==> src/hw/rtl/smbg_pkg.sv <==
// ----------------------------------------------------------------------------
// smbg_pkg
// Types, register indexes and codes shared by the box mesh generator.
// ----------------------------------------------------------------------------
package smbg_pkg;

    localparam int MAX_GRID = 256;
    localparam int GW       = 9;
    localparam int IW       = 19;
    localparam int QW       = 17;
    localparam int DIV_STEPS = 17;
    localparam int DIV_PER_STG = 3;

    localparam logic [2:0] CFG_BOX_W  = 3'd0;
    localparam logic [2:0] CFG_BOX_H  = 3'd1;
    localparam logic [2:0] CFG_BOX_D  = 3'd2;
    localparam logic [2:0] CFG_GRID_X = 3'd3;
    localparam logic [2:0] CFG_GRID_Y = 3'd4;
    localparam logic [2:0] CFG_GRID_Z = 3'd5;

    localparam logic CMD_VERTEX = 1'b0;
    localparam logic CMD_CELL   = 1'b1;

    localparam logic [2:0] FACE_PZ = 3'd0;
    localparam logic [2:0] FACE_PX = 3'd1;
    localparam logic [2:0] FACE_NX = 3'd2;
    localparam logic [2:0] FACE_NZ = 3'd3;
    localparam logic [2:0] FACE_NY = 3'd4;
    localparam logic [2:0] FACE_PY = 3'd5;

    typedef struct packed {
        logic [15:0]   box_w;
        logic [15:0]   box_h;
        logic [15:0]   box_d;
        logic [GW-1:0] gx;
        logic [GW-1:0] gy;
        logic [GW-1:0] gz;
        logic [IW-1:0] base1;
        logic [IW-1:0] base2;
        logic [IW-1:0] base3;
        logic [IW-1:0] base4;
        logic [IW-1:0] base5;
    } t_cfg;

    typedef struct packed {
        logic          cmd;
        logic [2:0]    face;
        logic [7:0]    row;
        logic [7:0]    col;
        logic          bad;
        logic [GW-1:0] ncols;
        logic [GW-1:0] du;
        logic [GW-1:0] dv;
        logic [GW-1:0] ru;
        logic [GW-1:0] rv;
        logic [QW-1:0] qu;
        logic [QW-1:0] qv;
        logic [IW-1:0] p00;
        logic [IW-1:0] p10;
        logic [16:0]   luw;
        logic [16:0]   lud;
        logic [16:0]   lvh;
        logic [16:0]   lvd;
        logic [15:0]   px;
        logic [15:0]   py;
        logic [15:0]   pz;
    } t_stage;

endpackage

==> src/hw/rtl/smbg_req_if.sv <==
// ----------------------------------------------------------------------------
// smbg_req_if
// Request channel: one vertex or cell request per item.
// ----------------------------------------------------------------------------
interface smbg_req_if;
    logic       valid;
    logic       ready;
    logic       command;
    logic [2:0] face;
    logic [7:0] grid_row;
    logic [7:0] grid_col;

    modport source (output valid, command, face, grid_row, grid_col, input ready);
    modport sink   (input valid, command, face, grid_row, grid_col, output ready);
endinterface

==> src/hw/rtl/smbg_pipe.sv <==
// ----------------------------------------------------------------------------
// smbg_pipe
// Ten-stage datapath: decode, pipelined texture division, index, scale, place.
// ----------------------------------------------------------------------------
module smbg_pipe
    import smbg_pkg::*;
(
    input  logic   i_clk,
    input  logic   i_rst_n,
    input  t_cfg   i_cfg,
    smbg_req_if.sink i_req,
    output logic   o_valid,
    output t_stage o_stg,
    input  logic   i_ready
);

    localparam int NS = 10;

    t_stage       r_s [NS];
    t_stage       n_s [NS];
    logic [NS-1:0] r_v;
    logic [NS-1:0] en;

    function automatic t_stage f_div(t_stage s, int first);
        logic [GW:0] ru2, rv2;
        logic        bu, bv;
        for (int j = 0; j < DIV_PER_STG; j++) begin
            if (first + j < DIV_STEPS) begin
                bu  = (first + j == 0) ? s.col[0] : 1'b0;
                bv  = (first + j == 0) ? s.row[0] : 1'b0;
                ru2 = {s.ru, bu};
                rv2 = {s.rv, bv};
                if (ru2 >= {1'b0, s.du}) begin
                    s.ru = GW'(ru2 - {1'b0, s.du});
                    s.qu = {s.qu[QW-2:0], 1'b1};
                end else begin
                    s.ru = ru2[GW-1:0];
                    s.qu = {s.qu[QW-2:0], 1'b0};
                end
                if (rv2 >= {1'b0, s.dv}) begin
                    s.rv = GW'(rv2 - {1'b0, s.dv});
                    s.qv = {s.qv[QW-2:0], 1'b1};
                end else begin
                    s.rv = rv2[GW-1:0];
                    s.qv = {s.qv[QW-2:0], 1'b0};
                end
            end
        end
        return s;
    endfunction

    function automatic logic [15:0] f_sat(logic signed [17:0] a);
        if (a > 18'sd32767) begin
            return 16'h7FFF;
        end else if (a < -18'sd32768) begin
            return 16'h8000;
        end
        return a[15:0];
    endfunction

    always_comb begin
        en[NS-1] = !r_v[NS-1] || i_ready;
        for (int k = NS - 2; k >= 0; k--) begin
            en[k] = !r_v[k] || en[k+1];
        end
    end

    assign i_req.ready = en[0];

    always_ff @(posedge i_clk) begin
        if (!i_rst_n) begin
            r_v <= '0;
        end else begin
            if (en[0]) r_v[0] <= i_req.valid;
            for (int k = 1; k < NS; k++) begin
                if (en[k]) r_v[k] <= r_v[k-1];
            end
        end
    end

    always_ff @(posedge i_clk) begin
        for (int k = 0; k < NS; k++) begin
            if (en[k]) r_s[k] <= n_s[k];
        end
    end

    logic [GW-1:0]        w_rows;
    logic [IW-1:0]        w_base;
    logic [14:0]          w_hw, w_hh, w_hd;
    logic signed [17:0]   w_x, w_y, w_z;
    logic signed [17:0]   w_lw, w_ld_u, w_lh, w_ld_v, w_hws, w_hhs, w_hds;

    always_comb begin
        // decode and capture
        n_s[0]      = '0;
        n_s[0].cmd  = i_req.command;
        n_s[0].face = i_req.face;
        n_s[0].row  = i_req.grid_row;
        n_s[0].col  = i_req.grid_col;

        n_s[1] = r_s[0];
        case (r_s[0].face) inside
            FACE_PX, FACE_NX: begin n_s[1].ncols = i_cfg.gz; w_rows = i_cfg.gy; end
            FACE_NY, FACE_PY: begin n_s[1].ncols = i_cfg.gx; w_rows = i_cfg.gz; end
            FACE_PZ, FACE_NZ: begin n_s[1].ncols = i_cfg.gx; w_rows = i_cfg.gy; end
            default:          begin n_s[1].ncols = GW'(2);   w_rows = GW'(2);   end
        endcase
        if (r_s[0].cmd == CMD_VERTEX) begin
            n_s[1].bad = ({1'b0, r_s[0].row} >= w_rows) ||
                         ({1'b0, r_s[0].col} >= n_s[1].ncols);
        end else begin
            n_s[1].bad = ({1'b0, r_s[0].row} + GW'(1) >= w_rows) ||
                         ({1'b0, r_s[0].col} + GW'(1) >= n_s[1].ncols);
        end
        if (r_s[0].face > FACE_PY) n_s[1].bad = 1'b1;
        n_s[1].du = n_s[1].ncols - GW'(1);
        n_s[1].dv = w_rows - GW'(1);
        n_s[1].ru = GW'(r_s[0].col[7:1]);
        n_s[1].rv = GW'(r_s[0].row[7:1]);

        // division, with the cell index built alongside
        n_s[2]     = f_div(r_s[1], 0);
        n_s[2].p00 = IW'(r_s[1].row) * IW'(r_s[1].ncols) + IW'(r_s[1].col);

        case (r_s[2].face)
            FACE_PX: w_base = i_cfg.base1;
            FACE_NX: w_base = i_cfg.base2;
            FACE_NZ: w_base = i_cfg.base3;
            FACE_NY: w_base = i_cfg.base4;
            FACE_PY: w_base = i_cfg.base5;
            default: w_base = '0;
        endcase
        n_s[3]     = f_div(r_s[2], DIV_PER_STG);
        n_s[3].p00 = r_s[2].p00 + w_base;

        n_s[4]     = f_div(r_s[3], 2 * DIV_PER_STG);
        n_s[4].p10 = r_s[3].p00 + IW'(r_s[3].ncols);

        n_s[5] = f_div(r_s[4], 3 * DIV_PER_STG);
        n_s[6] = f_div(r_s[5], 4 * DIV_PER_STG);
        n_s[7] = f_div(r_s[6], 5 * DIV_PER_STG);

        // scale by box size
        n_s[8]     = r_s[7];
        n_s[8].luw = 17'((33'(r_s[7].qu) * 33'(i_cfg.box_w)) >> 16);
        n_s[8].lud = 17'((33'(r_s[7].qu) * 33'(i_cfg.box_d)) >> 16);
        n_s[8].lvh = 17'((33'(r_s[7].qv) * 33'(i_cfg.box_h)) >> 16);
        n_s[8].lvd = 17'((33'(r_s[7].qv) * 33'(i_cfg.box_d)) >> 16);

        // place on the face and saturate
        w_hw   = i_cfg.box_w[15:1];
        w_hh   = i_cfg.box_h[15:1];
        w_hd   = i_cfg.box_d[15:1];
        w_hws  = $signed({3'b0, w_hw});
        w_hhs  = $signed({3'b0, w_hh});
        w_hds  = $signed({3'b0, w_hd});
        w_lw   = $signed({1'b0, r_s[8].luw});
        w_ld_u = $signed({1'b0, r_s[8].lud});
        w_lh   = $signed({1'b0, r_s[8].lvh});
        w_ld_v = $signed({1'b0, r_s[8].lvd});
        case (r_s[8].face)
            FACE_PZ: begin w_x = w_lw - w_hws;  w_y = w_lh - w_hhs; w_z = w_hds; end
            FACE_PX: begin w_x = w_hws;  w_y = w_lh - w_hhs; w_z = w_hds - w_ld_u; end
            FACE_NX: begin w_x = -w_hws; w_y = w_lh - w_hhs; w_z = w_ld_u - w_hds; end
            FACE_NZ: begin w_x = w_hws - w_lw;  w_y = w_lh - w_hhs; w_z = -w_hds; end
            FACE_NY: begin w_x = w_lw - w_hws;  w_y = -w_hhs; w_z = w_ld_v - w_hds; end
            default: begin w_x = w_lw - w_hws;  w_y = w_hhs;  w_z = w_hds - w_ld_v; end
        endcase
        n_s[9]    = r_s[8];
        n_s[9].px = f_sat(w_x);
        n_s[9].py = f_sat(w_y);
        n_s[9].pz = f_sat(w_z);
    end

    assign o_valid = r_v[NS-1];
    assign o_stg   = r_s[NS-1];

endmodule

==> src/flat_wrapper.sv <==
// flat-port wrapper written by rule: the top's interface ports become plain ports
module smbg_pipe_flat import smbg_pkg::*;
  (i_clk, i_rst_n, i_cfg, o_valid, o_stg, i_ready, i_req_valid, i_req_command, i_req_face, i_req_grid_row, i_req_grid_col, i_req_ready);
  smbg_req_if i_req_i ();
  input  logic i_clk;
  input  logic i_rst_n;
  input  t_cfg i_cfg;
  output logic o_valid;
  output t_stage o_stg;
  input  logic i_ready;
  input wire logic [$bits(i_req_i.valid)-1:0] i_req_valid;
  input wire logic [$bits(i_req_i.command)-1:0] i_req_command;
  input wire logic [$bits(i_req_i.face)-1:0] i_req_face;
  input wire logic [$bits(i_req_i.grid_row)-1:0] i_req_grid_row;
  input wire logic [$bits(i_req_i.grid_col)-1:0] i_req_grid_col;
  output wire logic [$bits(i_req_i.ready)-1:0] i_req_ready;
  assign i_req_i.valid = i_req_valid;
  assign i_req_i.command = i_req_command;
  assign i_req_i.face = i_req_face;
  assign i_req_i.grid_row = i_req_grid_row;
  assign i_req_i.grid_col = i_req_grid_col;
  assign i_req_ready = i_req_i.ready;
  smbg_pipe u_core (.i_clk(i_clk), .i_rst_n(i_rst_n), .i_cfg(i_cfg), .i_req(i_req_i), .o_valid(o_valid), .o_stg(o_stg), .i_ready(i_ready));
endmodule
==> config.mk <==
export PLATFORM = sky130hd
export DESIGN_NAME = smbg_pipe_flat
export DESIGN_NICKNAME = d
export VERILOG_FILES = /design/src/hw/rtl/smbg_pkg.sv /design/src/hw/rtl/smbg_req_if.sv /design/src/hw/rtl/smbg_pipe.sv /design/src/flat_wrapper.sv
export SDC_FILE = /design/constraint.sdc
export NUM_CORES = 2
export LEC_CHECK = 0
export ABC_AREA = 1
export BUFFER_PORTS_ARGS = -buffer_cell sky130_fd_sc_hd__buf_2
export CAP_MARGIN = 30
export CORE_AREA = 2 2 590 592
export CTS_BUF_LIST = sky130_fd_sc_hd__clkbuf_8
export CTS_CLUSTER_SIZE = 14
export DETAILED_ROUTE_END_ITERATION = 8
export DIE_AREA = 0 0 592 594
export PLACE_DENSITY_LB_ADDON = 0.08
export SLEW_MARGIN = 20
export SYNTH_ARGS = -nofsm -noshare
export SYNTH_HDL_FRONTEND = slang
export SYNTH_SLANG_ARGS = --single-unit
==> constraint.sdc <==
create_clock -name i_clk -period 57.4 [get_ports i_clk]
set_clock_uncertainty 0.2 [all_clocks]
set_input_delay 8.61 -clock i_clk [delete_from_list [all_inputs] [get_ports i_clk]]
set_output_delay 8.61 -clock i_clk [all_outputs]
set_load 0.02 [all_outputs]
-- Word-level counts from Yosys, hierarchy flattened
Memory sizes are Yosys's and may differ from the RTL's.
Cells that the tools add are included.
- register bits: 10
- latch bits: 0
- bits in writable memories: 2540
- ROM bits: 0
- output and inout bits: 256
- word-level logic and storage cells: 269
- memories: 1
- add/sub/neg operators: 51
- multipliers: 5
- div/mod/pow operators: 0
- $lt $le $gt $ge: 45
- equality and inequality tests: 14
- shift operators: 0
- multiplexer cells: 115
- bitwise gates (word level): 0
- reductions and logical operators: 28
- memory list (memory ; words ; width ; rd ports ; clocked after Yosys merged registers in ; wr ports ; RTL line ; text):
    u_core.r_s ; 10 ; 254 ; 10 ; 0 ; 10 ; smbg_pipe.sv:19 ; t_stage r_s [NS];
- operator list (kind ; number):
    $mux W9 ; 40
    $ge A10 B9 Y1 ; 34
    $sub A9 B9 Y9 ; 34
    $mux W16 ; 9
    $mul A17 B16 Y33 ; 4
    $pmux W19 S5 ; 1
    $pmux W18 S5 ; 1
    $sub A17 B15 Y18 ; 4
    $mux W1 ; 62
    $gt A18 B16 Y1 const B ; 3
    $lt A18 B16 Y1 const B ; 3
    $neg A15 Y18 ; 3
    $pmux W18 S3 ; 1
    $sub A15 B17 Y18 ; 3
    $pmux W18 S2 ; 1
    $add A19 B19 Y19 ; 1
    $add A19 B9 Y19 ; 1
    $add A17 B8 Y18 ; 1
    $add A8 B1 Y9 const B ; 2
    $eq A3 B2 Y1 const B ; 6
    $ge A8 B9 Y1 ; 2
    $ge A9 B9 Y1 ; 2
    $sub A9 B1 Y9 const B ; 2
    $mul A8 B9 Y17 ; 1
    other kinds (8) ; 37

-- Depth between registers and ports, before layout
- depth in word-level cells: 13
- mapped depth: 41
- gate-level depth less buffers: 39

-- Worst setup path after synthesis
OpenSTA, ideal clock, no wires.
- path kind: in2out
- start point: in i_ready
- end point: out i_req_ready
- data arrival time: 22223 ps
- data required time: 48590 ps
- path slack: 26367 ps
- cell stages on the path: 10
- buffers on the path: 0
- path through: nor2_1 nand2_1 nor2_2 nand2_1 nor2_1 nand2_1 nor2_2 nand2_1 nor2_1 nand2_1
- word-level cells in the longest chain between the ends: 10
- ends and longest elaborated chain (element ; RTL line ; text):
    start, declared ; flat_wrapper.sv:10 ; input logic i_ready;
    $logic_or A1 B1 Y1 ; smbg_pipe.sv:62 ; en[NS-1] = !r_v[NS-1] || i_ready;
    $logic_or A1 B1 Y1 ; smbg_pipe.sv:64 ; en[k] = !r_v[k] || en[k+1];
    net u_core.en[8] ; smbg_pipe.sv:22 ; logic [NS-1:0] en;
    $logic_or A1 B1 Y1 (2 in a row) ; smbg_pipe.sv:64 ;
    net u_core.en[6] ; smbg_pipe.sv:22 ;
    $logic_or A1 B1 Y1 (2 in a row) ; smbg_pipe.sv:64 ;
    net u_core.en[4] ; smbg_pipe.sv:22 ;
    $logic_or A1 B1 Y1 (2 in a row) ; smbg_pipe.sv:64 ;
    net u_core.en[2] ; smbg_pipe.sv:22 ;
    $logic_or A1 B1 Y1 (2 in a row) ; smbg_pipe.sv:64 ;
    end, declared ; flat_wrapper.sv:16 ; output wire logic [$bits(i_req_i.ready)-1:0] i_req_ready;
The timed path passes the listed nets, and every way through them passes these cells.

-- Worst setup path after layout
Same ends and word-level chain as after synthesis.

==> reports/metrics.yaml <==
synth:
  syn_avg_cell_area_um2: 9.09
  yosys_register_bits: 1247
  yosysUniqueCellTypes: 66
  synth-xor-area-share: 0.0304
  ys_seq_area_frac: 0.362
  synth-edff-count: 1237
  yosysTopAreaCellShare: 0.360
  synthMuxAreaShare: 0.0000969
  async_reset_ff_frac: 0
  netlist_area_um2: 103000
  synthCells: 11400
  synth_top_family_by_area: "adder cells"
  yosys.area.top_type: "edfxtp_1"
  yosys.area_share.adder: 0.280
  synth_nets: 13300
  synth_compound_area_frac: 0.0658
  synth_area_leaders: "edfxtp_1, fa_1, ha_1"
  synth-simple-area-share: 0.160
  yosysWarnings: 0
  ys.flop_type: "edfxtp_1"
floorplan:
  dieArea_um2: 352000
  die_w_um: 592
  io-pin-count: 450
  dieHeight_um: 594
  placementRows: 216
  initial_core_util: 0.299
  core_um2: 345000
run_status:
  outcome: "complete, no violations"
global_route:
  first_global_vias: 79800
  grt_max_degree: 137
  antenna_found_initial: 11
  grt.overflow.total: 0
  grt_pass1_wl_um: 473000
  grtUsageTotal: 0.173
setup_path:
  crit_path_max_fanout: 136
  criticalPathCategory: "in -> out"
  startpoint_type: "primary input"
  rrSetupSlack_ns: 50.17
  critPathArrivalTime_ns: 13.17
  crit_required_ns: 48.59
  r2r-end: "u_core.r_s[2][196]$_DFFE_PP_"
  timing.rr.start: "u_core.r_s[1][242]$_DFFE_PP_"
  r2r_cells: 31
  endpoint_kind: "output pin"
sta:
  fin_ws_ns: 35.42
  min_period_over_period: 0.383
  maxSlewViolCount: 0
  fin_crit_ns: 21.98
  fmax_mhz: 45.5
  finalSetupTns_ns: 0
  finalHoldViolations: 0
  rsz0062_at_grt: "false"
  slew_headroom: 0.329
  worst_slew_pin_slew_ns: 1.01
  setup_viol: 0
detailed_routing:
  drt_first_pass_iters: 6
  routed_wl_um: 306000
  ant_nets: 0
  viasPerCell: 4.57
  drc_errors: 0
  vias: 75900
  wl_per_cell_um: 18.4
  dr.first_iter.drc_count: 4476
clock_network:
  clk_latency_ns: 1.08
  clkTransAtPathRegs_ns: 0.06
  cts.repair.resized: 0
  htreeDepth: 4
  post_cts_buffers: 0
  cts_hold_buffers: 0
  cts_tree: "done"
  cts_num_sinks: 1247
  cts_buffer_depth: 4
  numCtsBuffers: 236
  clockRootBuffer: "clkbuf_8"
cells_and_area:
  final_nets: 13800
  area_growth_pct: 11.9
  fill_cells: 35800
  fin_cells: 16600
  mostFrequentLayoutCell: "nand2_1"
  mostFrequentLayoutCells: "nand2_1, inv_1, edfxtp_1"
  fin_area_um2: 116000
  layout-drive-gt1-share: 0.0843
job:
  cap_viol_max_count: 0
place:
  dp_cells: 16200
  globalplace.congestion: 0.856
  place_ws_ns: 35.24
  dp_hpwl_um: 230000
  io_buffers: 449
  placed_area_um2: 111000
min_path:
  holdPathStages: 0
  min_path_type: "reg -> reg"
  worstHoldStart: "u_core.r_s[7][217]$_DFFE_PP_"
  worstHoldEndpoint: "u_core.r_s[8][217]$_DFFE_PP_"
## final cells by class
class	count	area, um^2	share of cell area
Antenna cell	5	12.5	0.000108
Clock buffer	247	3400	0.0294
Clock inverter	192	1380	0.0120
Inverter	2488	9360	0.0810
Multi-Input combinational cell	7324	55400	0.480
Sequential cell	1247	37300	0.323
Tap cell	4578	5730	0.0496
Timing Repair Buffer	530	2910	0.0252
## worst max-delay path by stage
stage,slack (ns),endpoint,from
6_report,35.42,i_req_ready,i_ready
5_1_grt,34.97,i_req_ready,i_ready
4_1_cts,35.23,i_req_ready,i_ready
3_3_place_gp,35.11,i_req_ready,i_ready
3_5_place_dp,35.24,i_req_ready,i_ready
2_1_floorplan,26.37,i_req_ready,i_ready
## cells by family after synthesis
group | after synthesis
flops | 1247
buf+inv | 2785
xor+xnor | 359
compound gates | 1182
simple gates | 4009
mux | 1
fa+ha+maj | 1773
## worst max-delay path: stages
cell and delay [ns]:
buf_2 0.10, nor2_1 0.48, nand2_4 0.38, nor2_2 0.38
nand2_4 0.08, buf_12 0.29, nor2_1 0.51, nand2_4 0.60
nor2_2 0.48, nand2_4 0.33, nor2_1 0.33, nand2_1 0.09
buf_4 0.24, buf_2 0.19
## metal layers
metal	GRT usage	wire, um	vias up
met4	0.0429	7410	2
met2	0.293	145000	1409
met5	0	13	-
li1	-	-	36800
met3	0.0209	12100	385
met1	0.234	141000	37300
## synth_stat cells, types with 6 or more instances
library cell  instances
dfxtp_1              10
o21ai_2              29
nor3_1               74
inv_1              2467
nand3b_1             28
a21oi_1             538
a31oi_1              40
nor2_2                8
a21boi_0             14
o21ai_1              19
nor2_4                7
o221ai_1             11
a221oi_1              6
or2_2                28
inv_2                17
o21a_1               39
xnor2_1             127
buf_6                 9
nand4_1             104
ha_1                874
nand2_1            2898
buf_2                15
o21bai_1             46
buf_1                26
nand3_4               8
nand2_2              36
fa_1                899
nor2_1              424
nand3_1             351
a21o_1               36
nand3_2               9
o211ai_1             37
edfxtp_1           1237
xor2_1              232
o22ai_1              39
clkbuf_1            241
nor4_1               14
o21ai_0             296
## state kept, by name (all words and copies together), names as in the netlist
register	flops
u_core.r_s	1237
u_core.r_v	10
## per-stage QoR
step | utilization | hold slack, ns
6_report | 0.335 | 0.126
5_1_grt | 0.335 | 0.124
4_1_cts | 0.335 | 0.113
3_5_place_dp | 0.321 | 0.205
3_3_place_gp | 0.321 | 0.201
2_1_floorplan | - | 0.200
Power is left out: the tool's default activity adds up to more than one toggle a clock period on the data nets, which glitch-free logic cannot reach.
