**src/hw/rtl/smbg_pkg.sv**
```systemverilog
// ----------------------------------------------------------------------------
// smbg_pkg
// Types, register indexes and codes shared by the box mesh generator.
// ----------------------------------------------------------------------------
package smbg_pkg;

    localparam int MAX_GRID = 256;
    localparam int GW       = 9;
    localparam int IW       = 19;
    localparam int QW       = 17;
    localparam int DIV_STEPS = 17;
    localparam int DIV_PER_STG = 3;

    localparam logic [2:0] CFG_BOX_W  = 3'd0;
    localparam logic [2:0] CFG_BOX_H  = 3'd1;
    localparam logic [2:0] CFG_BOX_D  = 3'd2;
    localparam logic [2:0] CFG_GRID_X = 3'd3;
    localparam logic [2:0] CFG_GRID_Y = 3'd4;
    localparam logic [2:0] CFG_GRID_Z = 3'd5;

    localparam logic CMD_VERTEX = 1'b0;
    localparam logic CMD_CELL   = 1'b1;

    localparam logic [2:0] FACE_PZ = 3'd0;
    localparam logic [2:0] FACE_PX = 3'd1;
    localparam logic [2:0] FACE_NX = 3'd2;
    localparam logic [2:0] FACE_NZ = 3'd3;
    localparam logic [2:0] FACE_NY = 3'd4;
    localparam logic [2:0] FACE_PY = 3'd5;

    typedef struct packed {
        logic [15:0]   box_w;
        logic [15:0]   box_h;
        logic [15:0]   box_d;
        logic [GW-1:0] gx;
        logic [GW-1:0] gy;
        logic [GW-1:0] gz;
        logic [IW-1:0] base1;
        logic [IW-1:0] base2;
        logic [IW-1:0] base3;
        logic [IW-1:0] base4;
        logic [IW-1:0] base5;
    } t_cfg;

    typedef struct packed {
        logic          cmd;
        logic [2:0]    face;
        logic [7:0]    row;
        logic [7:0]    col;
        logic          bad;
        logic [GW-1:0] ncols;
        logic [GW-1:0] du;
        logic [GW-1:0] dv;
        logic [GW-1:0] ru;
        logic [GW-1:0] rv;
        logic [QW-1:0] qu;
        logic [QW-1:0] qv;
        logic [IW-1:0] p00;
        logic [IW-1:0] p10;
        logic [16:0]   luw;
        logic [16:0]   lud;
        logic [16:0]   lvh;
        logic [16:0]   lvd;
        logic [15:0]   px;
        logic [15:0]   py;
        logic [15:0]   pz;
    } t_stage;

endpackage

```
**src/hw/rtl/smbg_rsp_if.sv**
```systemverilog
// ----------------------------------------------------------------------------
// smbg_rsp_if
// Result channel: vertex data or one triangle per item.
// ----------------------------------------------------------------------------
interface smbg_rsp_if;
    logic        valid;
    logic        ready;
    logic        status;
    logic        last;
    logic [15:0] pos_x;
    logic [15:0] pos_y;
    logic [15:0] pos_z;
    logic [2:0]  normal_code;
    logic [16:0] tex_u;
    logic [16:0] tex_v;
    logic [18:0] corner_a;
    logic [18:0] corner_b;
    logic [18:0] corner_c;

    modport source (output valid, status, last, pos_x, pos_y, pos_z, normal_code,
                    tex_u, tex_v, corner_a, corner_b, corner_c, input ready);
    modport sink   (input valid, status, last, pos_x, pos_y, pos_z, normal_code,
                    tex_u, tex_v, corner_a, corner_b, corner_c, output ready);
endinterface

```
**src/hw/rtl/smbg_out.sv**
```systemverilog
// ----------------------------------------------------------------------------
// smbg_out
// Result register: emits one item per vertex or out-of-range request and two items per valid cell.
// ----------------------------------------------------------------------------
module smbg_out
    import smbg_pkg::*;
(
    input  logic   i_clk,
    input  logic   i_rst_n,
    input  logic   i_valid,
    input  t_stage i_stg,
    output logic   o_ready,
    smbg_rsp_if.source o_rsp
);

    t_stage r_rec;
    logic   r_vld;
    logic   r_ph;
    logic   w_final;
    logic   w_take;

    assign w_final = r_rec.bad || (r_rec.cmd == CMD_VERTEX) || r_ph;
    assign w_take  = !r_vld || (o_rsp.ready && w_final);
    assign o_ready = w_take;

    always_ff @(posedge i_clk) begin
        if (!i_rst_n) begin
            r_vld <= 1'b0;
            r_ph  <= 1'b0;
        end else if (w_take) begin
            r_vld <= i_valid;
            r_ph  <= 1'b0;
        end else if (o_rsp.ready) begin
            r_ph <= 1'b1;
        end
    end

    always_ff @(posedge i_clk) begin
        if (w_take) r_rec <= i_stg;
    end

    always_comb begin
        o_rsp.valid       = r_vld;
        o_rsp.status      = 1'b0;
        o_rsp.last        = 1'b1;
        o_rsp.pos_x       = '0;
        o_rsp.pos_y       = '0;
        o_rsp.pos_z       = '0;
        o_rsp.normal_code = r_rec.face;
        o_rsp.tex_u       = '0;
        o_rsp.tex_v       = '0;
        o_rsp.corner_a    = '0;
        o_rsp.corner_b    = '0;
        o_rsp.corner_c    = '0;
        if (r_rec.bad) begin
            o_rsp.status      = 1'b1;
            o_rsp.normal_code = '0;
        end else if (r_rec.cmd == CMD_VERTEX) begin
            o_rsp.pos_x = r_rec.px;
            o_rsp.pos_y = r_rec.py;
            o_rsp.pos_z = r_rec.pz;
            o_rsp.tex_u = r_rec.qu;
            o_rsp.tex_v = r_rec.qv;
        end else if (!r_ph) begin
            o_rsp.last     = 1'b0;
            o_rsp.corner_a = r_rec.p00;
            o_rsp.corner_b = r_rec.p00 + IW'(1);
            o_rsp.corner_c = r_rec.p10;
        end else begin
            o_rsp.corner_a = r_rec.p00 + IW'(1);
            o_rsp.corner_b = r_rec.p10 + IW'(1);
            o_rsp.corner_c = r_rec.p10;
        end
    end

endmodule

```
**src/flat_wrapper.sv**
```systemverilog
// flat-port wrapper written by rule: the top's interface ports become plain ports
module smbg_out_flat import smbg_pkg::*;
  (i_clk, i_rst_n, i_valid, i_stg, o_ready, o_rsp_valid, o_rsp_status, o_rsp_last, o_rsp_pos_x, o_rsp_pos_y, o_rsp_pos_z, o_rsp_normal_code, o_rsp_tex_u, o_rsp_tex_v, o_rsp_corner_a, o_rsp_corner_b, o_rsp_corner_c, o_rsp_ready);
  smbg_rsp_if o_rsp_i ();
  input  logic i_clk;
  input  logic i_rst_n;
  input  logic i_valid;
  input  t_stage i_stg;
  output logic o_ready;
  output wire logic [$bits(o_rsp_i.valid)-1:0] o_rsp_valid;
  output wire logic [$bits(o_rsp_i.status)-1:0] o_rsp_status;
  output wire logic [$bits(o_rsp_i.last)-1:0] o_rsp_last;
  output wire logic [$bits(o_rsp_i.pos_x)-1:0] o_rsp_pos_x;
  output wire logic [$bits(o_rsp_i.pos_y)-1:0] o_rsp_pos_y;
  output wire logic [$bits(o_rsp_i.pos_z)-1:0] o_rsp_pos_z;
  output wire logic [$bits(o_rsp_i.normal_code)-1:0] o_rsp_normal_code;
  output wire logic [$bits(o_rsp_i.tex_u)-1:0] o_rsp_tex_u;
  output wire logic [$bits(o_rsp_i.tex_v)-1:0] o_rsp_tex_v;
  output wire logic [$bits(o_rsp_i.corner_a)-1:0] o_rsp_corner_a;
  output wire logic [$bits(o_rsp_i.corner_b)-1:0] o_rsp_corner_b;
  output wire logic [$bits(o_rsp_i.corner_c)-1:0] o_rsp_corner_c;
  input wire logic [$bits(o_rsp_i.ready)-1:0] o_rsp_ready;
  assign o_rsp_valid = o_rsp_i.valid;
  assign o_rsp_status = o_rsp_i.status;
  assign o_rsp_last = o_rsp_i.last;
  assign o_rsp_pos_x = o_rsp_i.pos_x;
  assign o_rsp_pos_y = o_rsp_i.pos_y;
  assign o_rsp_pos_z = o_rsp_i.pos_z;
  assign o_rsp_normal_code = o_rsp_i.normal_code;
  assign o_rsp_tex_u = o_rsp_i.tex_u;
  assign o_rsp_tex_v = o_rsp_i.tex_v;
  assign o_rsp_corner_a = o_rsp_i.corner_a;
  assign o_rsp_corner_b = o_rsp_i.corner_b;
  assign o_rsp_corner_c = o_rsp_i.corner_c;
  assign o_rsp_i.ready = o_rsp_ready;
  smbg_out u_core (.i_clk(i_clk), .i_rst_n(i_rst_n), .i_valid(i_valid), .i_stg(i_stg), .o_ready(o_ready), .o_rsp(o_rsp_i));
endmodule
```
**config.mk**
```make
export PLATFORM = sky130hd
export DESIGN_NAME = smbg_out_flat
export DESIGN_NICKNAME = d
export VERILOG_FILES = /design/src/hw/rtl/smbg_pkg.sv /design/src/hw/rtl/smbg_rsp_if.sv /design/src/hw/rtl/smbg_out.sv /design/src/flat_wrapper.sv
export SDC_FILE = /design/constraint.sdc
export NUM_CORES = 1
export LEC_CHECK = 0
export BUFFER_PORTS_ARGS = -buffer_cell sky130_fd_sc_hd__buf_4
export CAP_MARGIN = 20
export CELL_PAD_IN_SITES_DETAIL_PLACEMENT = 0
export CELL_PAD_IN_SITES_GLOBAL_PLACEMENT = 1
export CORE_AREA = 2 2 157 159
export CTS_BUF_LIST = sky130_fd_sc_hd__clkbuf_16
export DETAILED_ROUTE_END_ITERATION = 10
export DIE_AREA = 0 0 159 161
export PLACE_DENSITY_LB_ADDON = 0.2
export SLEW_MARGIN = 20
export SYNTH_ARGS = -nofsm -noshare
export SYNTH_HDL_FRONTEND = slang
export SYNTH_SLANG_ARGS = --single-unit
```
**constraint.sdc**
```tcl
create_clock -name i_clk -period 6.34 [get_ports i_clk]
set_clock_uncertainty 0.05 [all_clocks]
set_input_delay 0.951 -clock i_clk [delete_from_list [all_inputs] [get_ports i_clk]]
set_output_delay 0.951 -clock i_clk [all_outputs]
set_load 0.01 [all_outputs]
```
* Word-level counts from Yosys, hierarchy flattened *
Cells that the tools add are included.

word-level totals
  register bits after elaboration = 127
  input port bits = 258
  output and inout port bits = 146
  logic and storage cells = 45

cells by class
  add/sub/neg operators = 2
  multiplexer cells = 23
  bitwise operators = 2
  reductions and logical operators = 6

operators by type and width
  operator               number
  $mux 19                8
  $mux 16                6
  $mux 17                4
  $add 19x1->19 const B  2
  $mux 1                 4
  $logic_or 1x1->1       3
  $mux 3                 1
  $not 1->1              2
  $reduce_or 2->1        1
  $logic_and 1x1->1      1
  $logic_not 1->1        1

* Longest topological paths before layout *
Gate-level depths: netlist (run 1).

  word-level depth = 6
  depth in mapped cells = 7

* Worst setup path after synthesis (run 1) *
Ideal clock, no wire load.

  kind = in2out
  start point = in o_rsp_ready
  end point = out o_ready
  arrival time = 3.708 ns
  path slack = 1.631 ns
  stages = 2
  buffers on the path = 0
  cells stage by stage = nand2_1 -> nand2_1

on the way
  longest elaborated chain between the ends = 2

ends and longest elaborated chain
  what                RTL line            source
  start: declaration  flat_wrapper.sv:22  input wire logic [$bits(o_rsp_i.ready)-1:0] o_rsp_ready;
  $logic_and 1x1->1   smbg_out.sv:23      assign w_take = !r_vld || (o_rsp.ready && w_final);
  $logic_or 1x1->1    smbg_out.sv:23
  end: declaration    flat_wrapper.sv:9   output logic o_ready;

No other way between the ends.

* Worst setup path after layout (run 1) *
  start point = reg u_core.r_ph
  end point = out o_ready

on the way
  longest elaborated chain between the ends = 3

ends and longest elaborated chain
  what                      RTL line        source
  start: declaration        smbg_out.sv:18  logic r_ph;
  start signal: assignment  smbg_out.sv:29  r_ph <= 1'b0;
  start signal: assignment  smbg_out.sv:32  r_ph <= 1'b0;
  start signal: assignment  smbg_out.sv:34  r_ph <= 1'b1;
  $logic_or 1x1->1          smbg_out.sv:22  assign w_final = r_rec.bad || (r_rec.cmd == CMD_VERTEX) || r_ph;
  $logic_and 1x1->1         smbg_out.sv:23
  $logic_or 1x1->1          smbg_out.sv:23

No other way between the ends.

==> impl_metrics.py, run 1 <==
metrics = {
    "place": {
        "port_buffers": 274,
        "place.gp.congestion": 0.7889,
        "post_dp_cell_area_um2": 8239,
        "hpwlAfterDp_um": 13540,
    },
    "sta": {
        "clock.fmax_mhz": 264.8,
        "tightest_slew_ns": 0.6479,
        "fin_crit_sh": 0.5956,
        "slew_headroom": 0.5680,
        "grt_setup_unrepaired": "false",
        "period_needed_ns": 3.776,
        "setup_tns_ns": 0,
        "slew_violations": 0,
        "hold_viol_final": 0,
        "whs_ns": 0.5460,
        "setup_violations": 0,
    },
    "min_path": {
        "hold_path.startpoint": "u_core.o_rsp.valid$_SDFFE_PN0P_",
        "worstHoldPathCells": 1,
        "whs_endpoint": "u_core.r_ph$_SDFFE_PP0P_",
        "hp-class": "reg -> reg",
    },
    "worst_setup_path": {
        "critical_path_class": "reg -> out",
        "max_stage_delay_ns": 0.49,
        "endpoint_kind": "output pin",
        "crit_slowest_cell": "nand2_8",
        "cp_data_arrival_time_ns": 2.78,
        "crit_fanout": 77,
        "r2r-start": "u_core.r_ph$_SDFFE_PP0P_",
        "worstPathRequired_ns": 5.34,
        "ff2ff_setup_slack_ns": 3.13,
        "r2r_end": "u_core.r_rec[0]$_DFFE_PP_",
        "crit_chain": "buf_4 -> clkinv_1 -> nand2_1 -> nand2_1 -> nand2_8 -> buf_4",
        "reg2reg_depth": 6,
        "startpoint": "u_core.r_ph$_SDFFE_PP0P_",
        "crit_path_start_kind": "flip-flop",
    },
    "cts": {
        "cts_made_buffers": 17,
        "postCtsSetupBuffers": 0,
        "h-tree-depth": 4,
        "clk_latency_ns": 0.41,
        "clock_path_buffers": 2,
        "cts_tree": "yes",
        "cts_resized": 0,
        "clk_pin_slew_ns": 0.06,
        "cts_num_sinks": 127,
        "ctsHoldBuffers": 0,
        "cts_root_buf": "clkbuf_16",
    },
    "floorplan": {
        "initial_utilization": 0.2423,
        "fp.dieH_um": 161,
        "core.rowCount": 57,
        "coreArea_um2": 23960,
        "dieArea_um2": 25600,
        "io_pins": 404,
        "fp.dieW_um": 159,
    },
    "synth": {
        "yosysTopAreaCell": "edfxtp_1",
        "synth-edff-count": 125,
        "ys.warnings.count": 0,
        "ys_ff_latch": 127,
        "synth.avg_cell_area_um2": 12.70,
        "synth_top_area_share": 0.6466,
        "syn_area_um2": 5806,
        "synthTopCellsByCount": "edfxtp_1 (125), and2_1 (100), nor2_1 (40), xnor2_1 (28), nand2_1 (27)",
        "syn-num-nets": 717,
        "syn_inst": 457,
        "ys_seq_area_frac": 0.6534,
        "async_flop_share": 0,
        "ys.flop_type": "edfxtp_1",
        "synth.distinct_cells": 38,
        "yosys-top-cells-area": "edfxtp_1 (65%), and2_1 (11%), xnor2_1 (4.2%), xor2_1 (2.7%), nor2_1 (2.6%)",
        "yosysMostFrequentCell": "edfxtp_1",
    },
    "pwr": {
        "p_total_mw": 2.355,
        "powerDensity_nw_per_um2": 266.2,
        "p_leak_nw": 3.714,
        "peakVddDrop_v": 0.0001602,
    },
    "drt": {
        "drt_pre_antenna_iters": 4,
        "drc": 0,
        "wire_per_inst_um": 16.91,
        "viasPerCell": 4.217,
        "drt-initial-drc-count": 177,
        "ant_nets": 0,
        "routed_wl_um": 18130,
        "routed-via-count": 4521,
    },
    "grt": {
        "grt_max_degree": 83,
        "track_usage": 0.1423,
        "antenna_found_initial": 0,
        "overflow": 0,
        "grt_pass1_wl_um": 27900,
        "grt_pass1_vias": 4962,
    },
    "cells_and_area": {
        "area_growth_pct": 52.35,
        "drive_gt1_frac": 0.4278,
        "final_nets": 995,
        "n_fill_cell": 2448,
        "stdcell_area_um2": 8845,
        "diodes": 0,
    },
    "status": {
        "outcome": "finished clean",
    },
    "flow_run": {
        "maxCapViolations": 0,
    },
}
-- cells by family after synthesis --
kind of cell	synth area share
adders and majority gates	0.004310
and+or+nand+nor	0.2192
buffers and inverters	0.01918
muxes	0.005173
AOI/OAI and AO/OA	0.02931
xor gates and xnor gates	0.06940
DFF	0.6534
-- how the worst max path moves through the flow --
stage / to / cells past startpoint
2_1_floorplan: o_ready / 2
3_3_place_gp: o_ready / 6
3_5_place_dp: o_ready / 6
4_1_cts: o_ready / 6
5_1_grt: o_ready / 6
6_report: o_ready / 6
-- state kept, by name, summed over array words and instances (netlist names) --
signal / count
u_core.r_ph: 1
u_core.o_rsp.valid: 1
u_core.r_rec: 125
-- through the flow --
stage / setup slack, ns / std cells / utilization
after floorplan: 1.631 / 457 / -
after global placement: 2.692 / 1040 / 0.3438
after detailed placement: 2.619 / 1040 / 0.3438
after CTS: 2.159 / 1072 / 0.3687
after global routing: 2.271 / 1072 / 0.3691
final: 2.564 / 1072 / 0.3691
-- cell usage in the layout (no fill, tap or decap), drive strengths merged, types with 3 or more instances in the layout --
master  synthesis  layout
nand2          27      27
nand3          14      14
nand4          11      11
xnor2          28      28
buf             7     279
nor2           40      40
edfxtp        125     125
and2          100     100
o22ai           7       7
xor2           18      18
nor4            5       5
a211oi          8       8
clkbuf         13      17
a21oi           5       5
inv             7      17
nor3            9       9
nor2b           6       6
and3            8       8
mux2i           3       3
-- metal layers --
metal,up-vias,wire length [µm],global-route usage
li1,2161,-,-
met1,2118,7654,0.1712
met2,221,8335,0.2273
met3,21,1790,0.06369
met4,0,348,0.04917
met5,-,0,0
-- critical path, delay by kind of cell, from the launching register on --
kind	cells	cell delay, ns
flip-flops	1	0.31
buffers and inverters	3	0.89
AND/OR/NAND/NOR	3	1.09
-- power breakdown --
| part | internal, mW | switching, mW | total [mW] |
|---|---|---|---|
| combinational | 0.160 | 0.150 | 0.310 |
| clock | 0.593 | 0.417 | 1.01 |
| sequential | 0.998 | 0.0372 | 1.03 |
-- area by class of cell --
cell class              instances  area (µm²)  area share
flip-flops and latches        127        3794      0.4289
repair buffers                279        2095      0.2368
multi-input cells             302        1924      0.2176
clock buffers                  17       425.4     0.04810
well taps                     324       405.4     0.04583
clock inverters                15       171.4     0.01938
inverters                       8       30.03    0.003395
(Power assumes the default switching activity.)
==> run 2, diff against run 1 <==
--- a/config.mk
+++ b/config.mk
@@ -5,6 +5,7 @@
 export SDC_FILE = /design/constraint.sdc
 export NUM_CORES = 1
 export LEC_CHECK = 0
+export ABC_AREA = 1
 export BUFFER_PORTS_ARGS = -buffer_cell sky130_fd_sc_hd__buf_4
 export CAP_MARGIN = 20
 export CELL_PAD_IN_SITES_DETAIL_PLACEMENT = 0
==> constraint.sdc (replaced) <==
create_clock -name i_clk -period 3.3 [get_ports i_clk]
set_clock_uncertainty 0.05 [all_clocks]
set_input_delay 0.495 -clock i_clk [delete_from_list [all_inputs] [get_ports i_clk]]
set_output_delay 0.495 -clock i_clk [all_outputs]
set_load 0.01 [all_outputs]
==> impl_metrics.py, run 2 <==
metrics = {
    "synth": {
        "ys.warnings.count": 0,
        "async_flop_share": 0,
        "yosys.area_share.simple": 0.2453,
        "yosys-top-cells-area": "edfxtp_1 (63%), nand2_1 (10%), nor2_1 (8.0%), nand3_1 (2.8%), inv_1 (2.1%)",
        "synth.distinct_cells": 34,
        "synth.avg_cell_area_um2": 9.822,
        "synthAdderAreaFrac": 0.004190,
        "synthMuxAreaShare": 0,
        "ys_seq_area_frac": 0.6352,
        "synth_top_family_by_area": "simple AND/OR/NAND/NOR gates",
        "yosysMostFrequentCell": "nand2_1",
        "synthTopCellsByCount": "nand2_1 (167), nor2_1 (127), edfxtp_1 (125), inv_1 (34), nand3_1 (34)",
        "synth_top_area_share": 0.6285,
        "synth_compound_area_frac": 0.04337,
        "syn_inst": 608,
        "syn_area_um2": 5972,
        "syn-num-nets": 868,
        "ys.flop_type": "edfxtp_1",
        "ys_ff_latch": 127,
        "yosysTopAreaCell": "edfxtp_1",
        "synth-edff-count": 125,
        "synth_xor_area_frac": 0.02200,
    },
    "cells_and_area": {
        "area_growth_pct": 49.78,
        "final_common_cell": "buf_4",
        "drive_gt1_frac": 0.3740,
        "diodes": 0,
        "final_nets": 1140,
        "final_cell_mix": "buf_4 (279), nand2_1 (167), nor2_1 (127)",
        "top_register": "u_core.r_rec",
        "largest_reg_flops": 125,
        "n_fill_cell": 2544,
        "final_cells": 1217,
    },
    "floorplan": {
        "initial_utilization": 0.2492,
        "io_pins": 404,
        "coreArea_um2": 23960,
        "core.rowCount": 57,
        "fp.dieH_um": 161,
        "fp.dieW_um": 159,
        "dieArea_um2": 25600,
    },
    "grt": {
        "antenna_found_initial": 0,
        "overflow": 0,
        "grt_pass1_vias": 5142,
        "grt_pass1_wl_um": 30240,
        "track_usage": 0.1566,
        "grt_max_degree": 96,
    },
    "place": {
        "place.gp.congestion": 0.7645,
        "dp.cells": 1185,
        "port_buffers": 274,
        "hpwlAfterDp_um": 14840,
    },
    "worst_setup_path": {
        "reg2reg_depth": 6,
        "cp.depth": 10,
        "critical_path_class": "reg -> out",
        "cp_data_arrival_time_ns": 2.11,
        "crit_fanout": 5,
        "worstPathRequired_ns": 2.75,
        "worst-path-buf-inv": 1,
        "crit_chain": "ha_1 -> nand2_1 -> nor2_4 -> nand2_2 -> nor2_2 -> nand2_1 -> xnor2_1 -> nand2_1 -> nand2_1 -> buf_4",
        "cpLargestDelayFamily": "simple AND/OR/NAND/NOR gates",
        "crit_slowest_cell": "edfxtp_1",
        "endpoint_kind": "output pin",
        "crit_path_start_kind": "flip-flop",
        "max_stage_delay_ns": 0.43,
        "cp_common_cell": "nand2_1",
    },
    "sta": {
        "slew_violations": 0,
        "whs_ns": 0.1985,
        "hold_viol_final": 0,
        "slew_headroom": 0.2949,
        "tightest_slew_ns": 1.058,
        "period_needed_ns": 2.653,
        "clock.fmax_mhz": 376.9,
        "fin_crit_sh": 0.8041,
        "grt_setup_unrepaired": "false",
        "setup_violations": 0,
    },
    "pwr": {
        "seqPwrFrac": 0.439,
        "p_int_mw": 3.280,
        "comb_power_share": 0.147,
        "p_leak_nw": 4.059,
        "powerDensity_nw_per_um2": 504.2,
        "p_switching_mw": 1.230,
        "peakVddDrop_v": 0.0002642,
        "sw_frac_of_total": 0.2727,
        "p_total_mw": 4.510,
        "clkPwrFrac": 0.414,
    },
    "drt": {
        "routed_wl_um": 20320,
        "viasPerCell": 4.187,
        "drt-initial-drc-count": 232,
        "drt_pre_antenna_iters": 4,
        "ant_nets": 0,
        "wire_per_inst_um": 16.69,
        "drc": 0,
        "routed-via-count": 5096,
    },
    "status": {
        "outcome": "finished clean",
    },
    "cts": {
        "cts_made_buffers": 17,
        "cts_root_buf": "clkbuf_16",
        "clk_pin_slew_ns": 0.07,
        "clk_latency_ns": 0.41,
        "cts_tree": "yes",
        "cts_num_sinks": 127,
        "clock_path_buffers": 2,
        "h-tree-depth": 4,
        "cts_resized": 0,
        "postCtsSetupBuffers": 0,
        "ctsHoldBuffers": 0,
    },
    "min_path": {
        "hp-class": "in -> reg",
        "worstHoldPathCells": 1,
    },
    "flow_run": {
        "maxCapViolations": 0,
    },
}
==> run 2: cell types whose count changed after synthesis, sizes merged, moves of 8 or more <==
cell	before	now
and2	100	0
and3	8	0
buf	7	21
inv	7	40
nand2	27	171
nand3	14	35
nor2	40	136
o21ai	2	26
xnor2	28	4
==> run 2: per-layer routing <==
| metal | vias to the layer above | track usage | routed length [µm] | part of all wire |
|---|---|---|---|---|
| met5 | - | 0 | 0 | 0 |
| met4 | 0 | 0.04752 | 327 | 0.016 |
| met3 | 15 | 0.08552 | 2412 | 0.12 |
| met2 | 206 | 0.2498 | 9349 | 0.46 |
| met1 | 2311 | 0.1816 | 8225 | 0.40 |
| li1 | 2564 | - | - | - |
==> run 2: metrics by stage <==
| step | setup TNS [ns] | util | instance area [µm²] | worst slack (ns) |
|---|---|---|---|---|
| global placement | 0 | 0.3492 | 8367 | 1.008 |
| floorplan | -4.773 | - | 5993 | -0.03818 |
| CTS | 0 | 0.3733 | 8945 | 0.5649 |
| finish | 0 | 0.3733 | 8945 | 0.6466 |
| global route | 0 | 0.3733 | 8945 | 0.4046 |
| detailed placement | 0 | 0.3492 | 8367 | 1.021 |
==> run 2: final timing paths <==
kind	from	end	slack, ns
worst max-delay path	u_core.r_rec[135]$_DFFE_PP_	o_rsp_corner_b[14]	0.65
worst min register to register	u_core.o_rsp.valid$_SDFFE_PN0P_	u_core.o_rsp.valid$_SDFFE_PN0P_	0.62
worst max register to register	u_core.r_rec[253]$_DFFE_PP_	u_core.r_rec[124]$_DFFE_PP_	1.31
worst min-delay path	i_stg[0]	u_core.r_rec[0]$_DFFE_PP_	0.20
==> run 2: worst reg2reg max path, cell delays in order (launching register included) <==
cell        delay [ns]
edfxtp_1          0.43
inv_4             0.11
nor2_8            0.06
nand2_4           0.23
a21boi_4          0.11
clkinvlp_4        0.11
buf_4             0.51
==> run 2: cells by family after synthesis <==
kind of cell | Yosys count
adders and majority gates | 2
AOI/OAI and AO/OA | 45
xor gates and xnor gates | 15
buffers and inverters | 67
and+or+nand+nor | 352
DFF | 127
==> run 2: power by group through the flow <==
stage	combinational, mW	sequential, mW	clock, mW
5_1_grt	0.733	2.00	2.00
3_3_place_gp	0.676	2.02	0
6_report	0.661	1.98	1.87
3_5_place_dp	0.674	2.02	0
2_1_floorplan	0.310	2.00	0
4_1_cts	0.677	1.98	1.93
==> run 2: layout make-up <==
class | instances | area, µm² | share of cell area
timing repair buffer | 280 | 2115 | 0.2364
inverter | 40 | 161.4 | 0.01804
tap | 324 | 405.4 | 0.04532
clock buffer | 17 | 425.4 | 0.04756
multi-input combinational | 414 | 1892 | 0.2115
clock inverter | 15 | 152.6 | 0.01707
sequential | 127 | 3794 | 0.4241
